**src/rtl/core/prup_pkg.sv**
```systemverilog
// Package with the beat types, register codes and lane constants of the pixel reorder block.
package prup_pkg;

  localparam int unsigned LANES = 3;
  localparam int unsigned STEPS_PER_STAGE = 4;
  localparam logic [7:0] ALPHA_FULL = 8'hFF;
  localparam logic [7:0] ALPHA_ZERO = 8'h00;
  localparam logic [7:0] BYTE_SAT = 8'hFF;

  typedef struct packed {
    logic [31:0] pixel_in;
    logic        last_pixel_in;
  } in_t;

  typedef struct packed {
    logic [31:0] pixel_out;
    logic        last_pixel_out;
  } out_t;

  typedef enum logic [1:0] {
    CFG_PIXEL_ORDER      = 2'd0,
    CFG_EXPORT_DIRECTION = 2'd1,
    CFG_UNDO_PREMULTIPLY = 2'd2
  } cfg_reg_t;

  typedef struct packed {
    logic s1;
    logic s2;
    logic s3;
  } stg_en_t;

endpackage

```
**src/rtl/core/prup_lane.sv**
```systemverilog
// One color channel lane: numerator build, restoring division by alpha and saturation.
module prup_lane (
  input  logic              clk,
  input  prup_pkg::stg_en_t en,
  input  logic [7:0]        chan,
  input  logic [7:0]        alpha,
  output logic [7:0]        result
);

  logic [15:0] num1_r;
  logic [7:0]  a1_r;
  logic [15:0] rem2_r;
  logic [15:0] rem2_nxt;
  logic [3:0]  qhi2_r;
  logic [3:0]  qhi2_nxt;
  logic [7:0]  a2_r;
  logic        sat2_r;
  logic        sat2_nxt;
  logic [7:0]  q3_r;
  logic [3:0]  qlo3_nxt;
  logic        sat3_r;

  // The numerator c*255 + floor(a/2) never exceeds 16 bits.
  always_ff @(posedge clk) begin
    if (en.s1) begin
      num1_r <= {chan, 8'h00} - {8'h00, chan} + {9'h000, alpha[7:1]};
      a1_r   <= alpha;
    end
  end

  always_comb begin
    logic [15:0] rem;
    logic [15:0] dvs;
    rem = num1_r;
    qhi2_nxt = '0;
    sat2_nxt = (num1_r >= {a1_r, 8'h00});
    for (int i = 0; i < prup_pkg::STEPS_PER_STAGE; i++) begin
      dvs = {8'h00, a1_r} << (7 - i);
      if (rem >= dvs) begin
        rem = rem - dvs;
        qhi2_nxt[3 - i] = 1'b1;
      end
    end
    rem2_nxt = rem;
  end

  always_ff @(posedge clk) begin
    if (en.s2) begin
      rem2_r <= rem2_nxt;
      qhi2_r <= qhi2_nxt;
      a2_r   <= a1_r;
      sat2_r <= sat2_nxt;
    end
  end

  always_comb begin
    logic [15:0] rem;
    logic [15:0] dvs;
    rem = rem2_r;
    qlo3_nxt = '0;
    for (int i = 0; i < prup_pkg::STEPS_PER_STAGE; i++) begin
      dvs = {8'h00, a2_r} << (3 - i);
      if (rem >= dvs) begin
        rem = rem - dvs;
        qlo3_nxt[3 - i] = 1'b1;
      end
    end
  end

  always_ff @(posedge clk) begin
    if (en.s3) begin
      q3_r   <= {qhi2_r, qlo3_nxt};
      sat3_r <= sat2_r;
    end
  end

  assign result = sat3_r ? prup_pkg::BYTE_SAT : q3_r;

endmodule

```
**src/rtl/core/prup_merge.sv**
```systemverilog
// Merge stage: output register gets lane quotients and alpha byte, or the word unchanged.
module prup_merge (
  input  logic                         clk,
  input  logic                         load,
  input  logic [31:0]                  word,
  input  logic                         last,
  input  logic                         use_div,
  input  logic [prup_pkg::LANES-1:0][7:0] lane_q,
  output prup_pkg::out_t               out_data
);

  prup_pkg::out_t out_data_r;
  prup_pkg::out_t out_data_nxt;

  always_comb begin
    out_data_nxt.last_pixel_out = last;
    if (use_div) begin
      out_data_nxt.pixel_out = {word[31:24], lane_q[2], lane_q[1], lane_q[0]};
    end else begin
      out_data_nxt.pixel_out = word;
    end
  end

  always_ff @(posedge clk) begin
    if (load) begin
      out_data_r <= out_data_nxt;
    end
  end

  assign out_data = out_data_r;

endmodule

```
**src/rtl/core/pixel_reorder_unpremultiply.sv**
```systemverilog
// Top level of the pixel byte reorder and alpha unpremultiply block.
// An accepted beat passes stages 0 to 3 and the output register before out_valid.
// Throughput: one beat per cycle unless out_ready stalls; three channel lanes divide
// by alpha in parallel, four quotient bits per stage over two pipeline stages.
// Reset is synchronous and active low; it clears the stage valid bits and the
// configuration registers, which all return to zero.
module pixel_reorder_unpremultiply (
  input  logic           clk,
  input  logic           rst_n,
  input  logic           in_valid,
  output logic           in_ready,
  input  prup_pkg::in_t  in_data,
  output logic           out_valid,
  input  logic           out_ready,
  output prup_pkg::out_t out_data,
  input  logic           cfg_valid,
  output logic           cfg_ready,
  input  logic [1:0]     cfg_index,
  input  logic           cfg_data
);

  logic pixel_order_r;
  logic export_direction_r;
  logic undo_premultiply_r;

  logic v0_r, v1_r, v2_r, v3_r, out_v_r;
  logic en0, en1, en2, en3, ld_out;
  prup_pkg::stg_en_t lane_en;

  logic [31:0] w_in;
  logic        div_in;
  logic [31:0] w0_r, w1_r, w2_r, w3_r;
  logic        last0_r, last1_r, last2_r, last3_r;
  logic        div0_r, div1_r, div2_r, div3_r;
  logic [prup_pkg::LANES-1:0][7:0] lane_q;

  assign cfg_ready = 1'b1;

  always_ff @(posedge clk) begin
    if (!rst_n) begin
      pixel_order_r      <= 1'b0;
      export_direction_r <= 1'b0;
      undo_premultiply_r <= 1'b0;
    end else if (cfg_valid) begin
      unique case (prup_pkg::cfg_reg_t'(cfg_index))
        prup_pkg::CFG_PIXEL_ORDER:      pixel_order_r      <= cfg_data;
        prup_pkg::CFG_EXPORT_DIRECTION: export_direction_r <= cfg_data;
        prup_pkg::CFG_UNDO_PREMULTIPLY: undo_premultiply_r <= cfg_data;
        default: ;
      endcase
    end
  end

  assign ld_out   = !out_v_r || out_ready;
  assign en3      = !v3_r || ld_out;
  assign en2      = !v2_r || en3;
  assign en1      = !v1_r || en2;
  assign en0      = !v0_r || en1;
  assign in_ready = en0;
  assign lane_en  = '{s1: en1, s2: en2, s3: en3};

  always_comb begin
    w_in = in_data.pixel_in;
    if (pixel_order_r) begin
      if (export_direction_r) begin
        w_in = {in_data.pixel_in[23:0], in_data.pixel_in[31:24]};
      end else begin
        w_in = {in_data.pixel_in[7:0], in_data.pixel_in[31:8]};
      end
    end
    div_in = undo_premultiply_r && !export_direction_r &&
             (w_in[31:24] != prup_pkg::ALPHA_ZERO) &&
             (w_in[31:24] != prup_pkg::ALPHA_FULL);
  end

  always_ff @(posedge clk) begin
    if (!rst_n) begin
      v0_r    <= 1'b0;
      v1_r    <= 1'b0;
      v2_r    <= 1'b0;
      v3_r    <= 1'b0;
      out_v_r <= 1'b0;
    end else begin
      if (en0)    v0_r    <= in_valid;
      if (en1)    v1_r    <= v0_r;
      if (en2)    v2_r    <= v1_r;
      if (en3)    v3_r    <= v2_r;
      if (ld_out) out_v_r <= v3_r;
    end
  end

  always_ff @(posedge clk) begin
    if (en0) begin
      w0_r    <= w_in;
      last0_r <= in_data.last_pixel_in;
      div0_r  <= div_in;
    end
    if (en1) begin
      w1_r    <= w0_r;
      last1_r <= last0_r;
      div1_r  <= div0_r;
    end
    if (en2) begin
      w2_r    <= w1_r;
      last2_r <= last1_r;
      div2_r  <= div1_r;
    end
    if (en3) begin
      w3_r    <= w2_r;
      last3_r <= last2_r;
      div3_r  <= div2_r;
    end
  end

  for (genvar g = 0; g < prup_pkg::LANES; g++) begin : g_lane
    prup_lane u_lane (
      .clk    (clk),
      .en     (lane_en),
      .chan   (w0_r[8*g +: 8]),
      .alpha  (w0_r[31:24]),
      .result (lane_q[g])
    );
  end

  prup_merge u_merge (
    .clk      (clk),
    .load     (ld_out),
    .word     (w3_r),
    .last     (last3_r),
    .use_div  (div3_r),
    .lane_q   (lane_q),
    .out_data (out_data)
  );

  assign out_valid = out_v_r;

  a_alpha_kept: assert property (@(posedge clk) disable iff (!rst_n)
    (v3_r && ld_out) |=> (out_data.pixel_out[31:24] == $past(w3_r[31:24])))
    else $error("alpha byte changed in the merge stage");

  a_bypass_word: assert property (@(posedge clk) disable iff (!rst_n)
    (v3_r && !div3_r && ld_out) |=> (out_data.pixel_out == $past(w3_r)))
    else $error("bypass beat altered by the merge stage");

  a_last_kept: assert property (@(posedge clk) disable iff (!rst_n)
    (v3_r && ld_out) |=> (out_data.last_pixel_out == $past(last3_r)))
    else $error("last pixel marker lost in the merge stage");

  a_empty_ready: assert property (@(posedge clk) disable iff (!rst_n)
    !v0_r |-> in_ready)
    else $error("input stalled while the first stage is empty");

endmodule
```
**config.mk**
```make
export PLATFORM = sky130hd
export DESIGN_NAME = pixel_reorder_unpremultiply
export DESIGN_NICKNAME = d
export VERILOG_FILES = /design/src/rtl/core/prup_pkg.sv /design/src/rtl/core/prup_lane.sv /design/src/rtl/core/prup_merge.sv /design/src/rtl/core/pixel_reorder_unpremultiply.sv
export SDC_FILE = /design/constraint.sdc
export NUM_CORES = 1
export LEC_CHECK = 0
export BUFFER_PORTS_ARGS = -buffer_cell sky130_fd_sc_hd__buf_2
export CORE_ASPECT_RATIO = 0.8
export CORE_UTILIZATION = 60
export CTS_CLUSTER_DIAMETER = 30
export DETAILED_ROUTE_END_ITERATION = 10
export MAX_ROUTING_LAYER = met4
export PLACE_DENSITY = 0.77
export REMOVE_ABC_BUFFERS = 1
export SYNTH_ARGS = -nofsm -noshare
export SYNTH_HDL_FRONTEND = slang
export SYNTH_SLANG_ARGS = --single-unit
```
**constraint.sdc**
```tcl
create_clock -name clk -period 11.7 [get_ports clk]
set_input_delay 2.34 -clock clk [delete_from_list [all_inputs] [get_ports clk]]
set_output_delay 2.34 -clock clk [all_outputs]
set_load 0.005 [all_outputs]
```
Word level (Yosys, flattened, before mapping)
Cells that the tools add are included.
{ "op_classes": {"n_addsub": 27, "magnitude_cmp": 27, "n_eq_ne": 3, "n_mux": 51, "reduce_logical": 19} }
{ "ops": {"columns": ["operator", "count"], "rows": [
  ["2-to-1 mux 16 bit", 21],
  ["2-to-1 mux 32 bit", 2],
  ["adder 16 x 7 -> 16 bit", 3],
  [">= comparator 16 x 10 -> 1 bit", 3],
  [">= comparator 16 x 11 -> 1 bit", 3],
  [">= comparator 16 x 12 -> 1 bit", 3],
  [">= comparator 16 x 13 -> 1 bit", 3],
  [">= comparator 16 x 14 -> 1 bit", 3],
  [">= comparator 16 x 15 -> 1 bit", 3],
  [">= comparator 16 bit", 3],
  [">= comparator 16 x 8 -> 1 bit", 3],
  [">= comparator 16 x 9 -> 1 bit", 3],
  ["subtractor 16 x 10 -> 16 bit", 3],
  ["subtractor 16 x 11 -> 16 bit", 3],
  ["subtractor 16 x 12 -> 16 bit", 3],
  ["subtractor 16 x 13 -> 16 bit", 3],
  ["subtractor 16 x 14 -> 16 bit", 3],
  ["subtractor 16 x 15 -> 16 bit", 3],
  ["subtractor 16 x 8 -> 16 bit", 3],
  ["subtractor 16 x 9 -> 16 bit", 3],
  ["2-to-1 mux 1 bit", 24],
  ["2-to-1 mux 24 bit", 1],
  ["2-to-1 mux 8 bit", 3],
  ["inequality test 8 bit, second input constant", 1],
  ["other kinds (8)", 21]
]} }
{ "totals": {"regBits": 331, "word_cells": 169} }

Logic depth before layout (Yosys ltp)
{ "depth": {"ltp_word": 8, "mapped_depth": 47, "mapped_depth_nobuf": 43} }

Hierarchy
Synthesis repeated with hierarchy kept, for this count alone.
{ "unflattened": {"hier_cells": 2580, "hier_area_um2": 26883.3} }
{ "by_module_without_submodules": {"columns": ["mod", "instances", "cells_per_inst", "area_each_um2", "seq_area_each_um2"], "rows": [
  ["prup_lane (g_lane[2].u_lane)", 1, 769, 6871.6, 1861.8],
  ["prup_lane (g_lane[1].u_lane)", 1, 750, 6787.8, 1861.8],
  ["prup_lane (g_lane[0].u_lane)", 1, 717, 6642.6, 1861.8],
  ["pixel_reorder_unpremultiply", 1, 284, 5193.7, 4244.1],
  ["prup_merge", 1, 60, 1387.6, 991.0]
]} }

Worst setup path before layout
Ideal clock, no wire load.
{ "synth_path": {"kind": "register to register", "from": "reg, netlist name w1_r[25]", "to": "reg g_lane[1].u_lane.rem2_r[9] (data pin)", "setup_time_ps": 262, "arrival_time_ps": 9351, "required_ps": 11438, "setup_slack_ps": 2086, "stages_incl_launch_ff": 40, "n_path_buf": 4, "synth_period_minus_slack_ps": 9614, "path_cell_list": "edfxtp_1 -> inv_1 -> ha_1 -> nor2b_1 -> o31a_1 -> o31ai_1 -> and2_1 -> clkbuf_1 -> mux2_2 -> ha_1 -> a21oi_1 -> nor2b_1 -> o31a_1 -> o22ai_1 -> and3_1 -> nand2_1 -> buf_1 -> a21oi_1 -> (+4 left out) -> o41ai_1 -> and4_1 -> o211ai_1 -> clkbuf_1 -> o21ai_0 -> fa_1 -> nor2b_1 -> o21ai_0 -> nand2b_1 -> and2_1 -> o21ai_0 -> nand2b_1 -> a21o_1 -> a21oi_1 -> nand2_1 -> nor4_4 -> buf_6 -> mux2_1"} }
{ "synth_rtl": {"columns": ["item", "line_no", "text"], "rows": [
  ["end signal: assignment", "prup_lane.sv:49", "rem2_r <= rem2_nxt;"],
  ["end: declaration", "prup_lane.sv:12", "logic [15:0] rem2_r;"]
]} }

==> reports/qor.log <==
INFO  layout         layout.nets=2825
INFO  global_routing antenna_found_initial=0
INFO  clock_network  clock_sink_count=315
INFO  critical_path  setup.worst_path.start_class=flop
INFO  synth          ys_warn_count=0
INFO  routing        route.detailed.wl_per_inst=20.0um
INFO  floorplan      start_util=61.1%
INFO  routing        drt_iter0_drc=1538
INFO  floorplan      placement_rows=65
INFO  placement      detailed_place_hpwl=45.0mm
INFO  layout         mostFrequentLayoutCells=307 x sky130_fd_sc_hd__edfxtp_1, 237 x sky130_fd_sc_hd__ha_1, 212 x sky130_fd_sc_hd__nor2_1
INFO  critical_path  end_kind=flop
INFO  hold_path      hold_path_class=reg -> reg
INFO  synth          ys_ff_latch=315
INFO  global_routing grt_use_total=31.3%
INFO  routing        detail_route.vias_per_cell=6.17
INFO  timing         finalSetupViolCount=0
INFO  routing        totalWireLength=62.0mm
INFO  synth          ys_types=101
INFO  critical_path  setup.reg_to_reg.worst_slack=990ps
INFO  routing        postRouteAntennaNets=0
INFO  routing        number_of_iterations_in_the_first_detailed_routing_pass=5
INFO  timing         slew_viols_final=0
INFO  clock_network  ctsLongestPathBuffers=3
INFO  critical_path  timing.critical_path.fanout_max=13
INFO  floorplan      die-height=181um
INFO  timing         timing.fmax=93.4MHz
INFO  clock_network  cts_buffers=66
INFO  clock_network  tritoncts=yes
INFO  clock_network  post_cts_hold_buffer_count=0
INFO  clock_network  cts.reportedPaths.clkPinSlew=60ps
INFO  timing         min_period_over_period=91.5%
INFO  critical_path  worstSetupPathType=reg -> reg
INFO  timing         hold_slack=403ps
INFO  synth          synth_async_sr_flop_share=0%
INFO  floorplan      dieWidth=226um
INFO  layout         n_antenna_cell=0
INFO  placement      gp_routability_congestion=0.930
INFO  clock_network  clk-insertion-delay-late=590ps
INFO  timing         grt_setup_unrepaired=false
INFO  timing         timing.max_slew.rel_slack=30.8%
INFO  placement      place.port_buffers=75
INFO  synth          synthesis.area_per_instance=10.1um^2
INFO  floorplan      pin_count=77
INFO  global_routing first_pass_grt_wire_length=96.9mm
INFO  critical_path  cpMaxStageDelayCell=sky130_fd_sc_hd__nor4_4
INFO  hold_path      min_delay_path_depth=0
INFO  clock_network  cts.root.buffer_cell=sky130_fd_sc_hd__clkbuf_16
INFO  global_routing gr-total-overflow=0
INFO  layout         flow.area_growth_from_synthesis=13.9%
INFO  routing        drt_drc_violations_left=0
INFO  layout         layout_commonest_cell=sky130_fd_sc_hd__edfxtp_1
INFO  timing         period_minus_slack=10710ps
INFO  flow_run       drv.max_cap_violation_count=0
INFO  global_routing grt_pass1_vias=18100
INFO  outcome        run_status=finished clean
INFO  layout         drive_above_1_share=12.6%
INFO  timing         hold_viol_final=0
INFO  critical_path  crit_required=12040ps
INFO  global_routing grt_max_degree=76
INFO  timing         worstMarginPinSlew=1040ps
INFO  synth          synth_edf_count=307
INFO  routing        routed-via-count=19200
INFO  critical_path  worst_path_most_repeated_cell=sky130_fd_sc_hd__o21ai_0
INFO  synth          ys_seq_area_share=38.8%
INFO  timing         skew=24.9ps
INFO  clock_network  cts_htree_levels=3
INFO  floorplan      core_region_area=39500um^2
INFO  synth          synth_top_flop_cell=sky130_fd_sc_hd__edfxtp_1
INFO  critical_path  worst-endpoint-arrival=11040ps
INFO  floorplan      fp.dieArea=41100um^2
INFO  synth          synth.cell_area=24200um^2
INFO  timing         final.setup.tns=0ps
INFO  synth          netlist_instances=2395
INFO  critical_path  worst-r2r-cell-count=40
INFO  critical_path  worst_path_largest_cell_delay=580ps
[through the flow]
step / cells / cell area (um^2) / utilization [%] / worst slack [ps]
floorplan: 2351 / 23900 / - / 2000
global placement: 2989 / 25200 / 63.8 / 1480
detailed placement: 2989 / 25200 / 63.8 / 1100
CTS: 3107 / 27500 / 69.6 / 896
global route: 3109 / 27500 / 69.6 / 122
finish: 3109 / 27500 / 69.6 / 994
[cell usage after synthesis (51+ instances only)]
cell type	number	share of area, %
sky130_fd_sc_hd__nor2b_1	62	1.6
sky130_fd_sc_hd__mux2_2	56	2.6
sky130_fd_sc_hd__inv_1	156	2.4
sky130_fd_sc_hd__edfxtp_1	307	38
sky130_fd_sc_hd__xnor2_1	100	3.6
sky130_fd_sc_hd__nand2b_1	63	1.6
sky130_fd_sc_hd__ha_1	237	12
sky130_fd_sc_hd__a21o_1	51	1.6
sky130_fd_sc_hd__nor2_1	213	3.3
sky130_fd_sc_hd__o21ai_0	148	3.1
sky130_fd_sc_hd__mux2i_1	72	3.0
sky130_fd_sc_hd__a21oi_1	165	3.4
sky130_fd_sc_hd__nand2_1	132	2.1
[state kept, by name, indices dropped and copies added (netlist names), 12 cells and up]
name and count:
g_lane.u_lane.qhi2_r 12, w3_r 32, w1_r 32, g_lane.u_lane.num1_r 48, u_merge.out_data 33, g_lane.u_lane.rem2_r 48, w0_r 32, w2_r 32
g_lane.u_lane.q3_r 24
[cell families after synthesis]
family,synth area share (%)
xor+xnor,5.33
buf+inv,3.41
mux,6.24
other cells,0.0155
simple gates,15.4
compound gates,16.5
flops,38.8
fa+ha+maj,14.3
[worst max-delay path, delay by kind of cell, from the launching register on]
kind | cells | cell delay (ps)
flip-flops | 1 | 550
adder cells (fa/ha/maj) | 4 | 1360
AND/OR/NAND/NOR | 12 | 2910
buffers and inverters | 5 | 1030
multiplexers | 1 | 400
AO/OA/AOI/OAI | 18 | 4180
[routing by layer]
metal / track usage (%) / wire length (um)
met5: - / 0
met2: 44.9 / 26300
met4: 9.11 / 1440
met1: 45.7 / 29700
met3: 4.97 / 4610
[final timing paths]
path                      startpoint                              endpoint
hold reg to reg   w1_r[11]$_DFFE_PP_                    w2_r[11]$_DFFE_PP_
hold / removal    w1_r[11]$_DFFE_PP_                    w2_r[11]$_DFFE_PP_
setup reg to reg  w1_r[25]$_DFFE_PP_  g_lane[0].u_lane.rem2_r[6]$_DFFE_PP_
setup / recovery  w1_r[25]$_DFFE_PP_  g_lane[0].u_lane.rem2_r[6]$_DFFE_PP_
[layout make-up]
type / count / area (um^2)
Fill cell: 2919 / 12000
Timing Repair Buffer: 104 / 593
Tap cell: 536 / 671
Clock buffer: 71 / 1690
Sequential cell: 315 / 9380
Clock inverter: 47 / 613
Multi-Input combinational cell: 1878 / 14000
Inverter: 158 / 597
[what timing repair did]
action	in CTS	in global routing
resized for setup	0	1
setup buffers	0	2
endpoints found under the setup margin	0	9
Power is left out: the tool's default activity adds up to more than one toggle a clock period on the data nets, which glitch-free logic cannot reach.
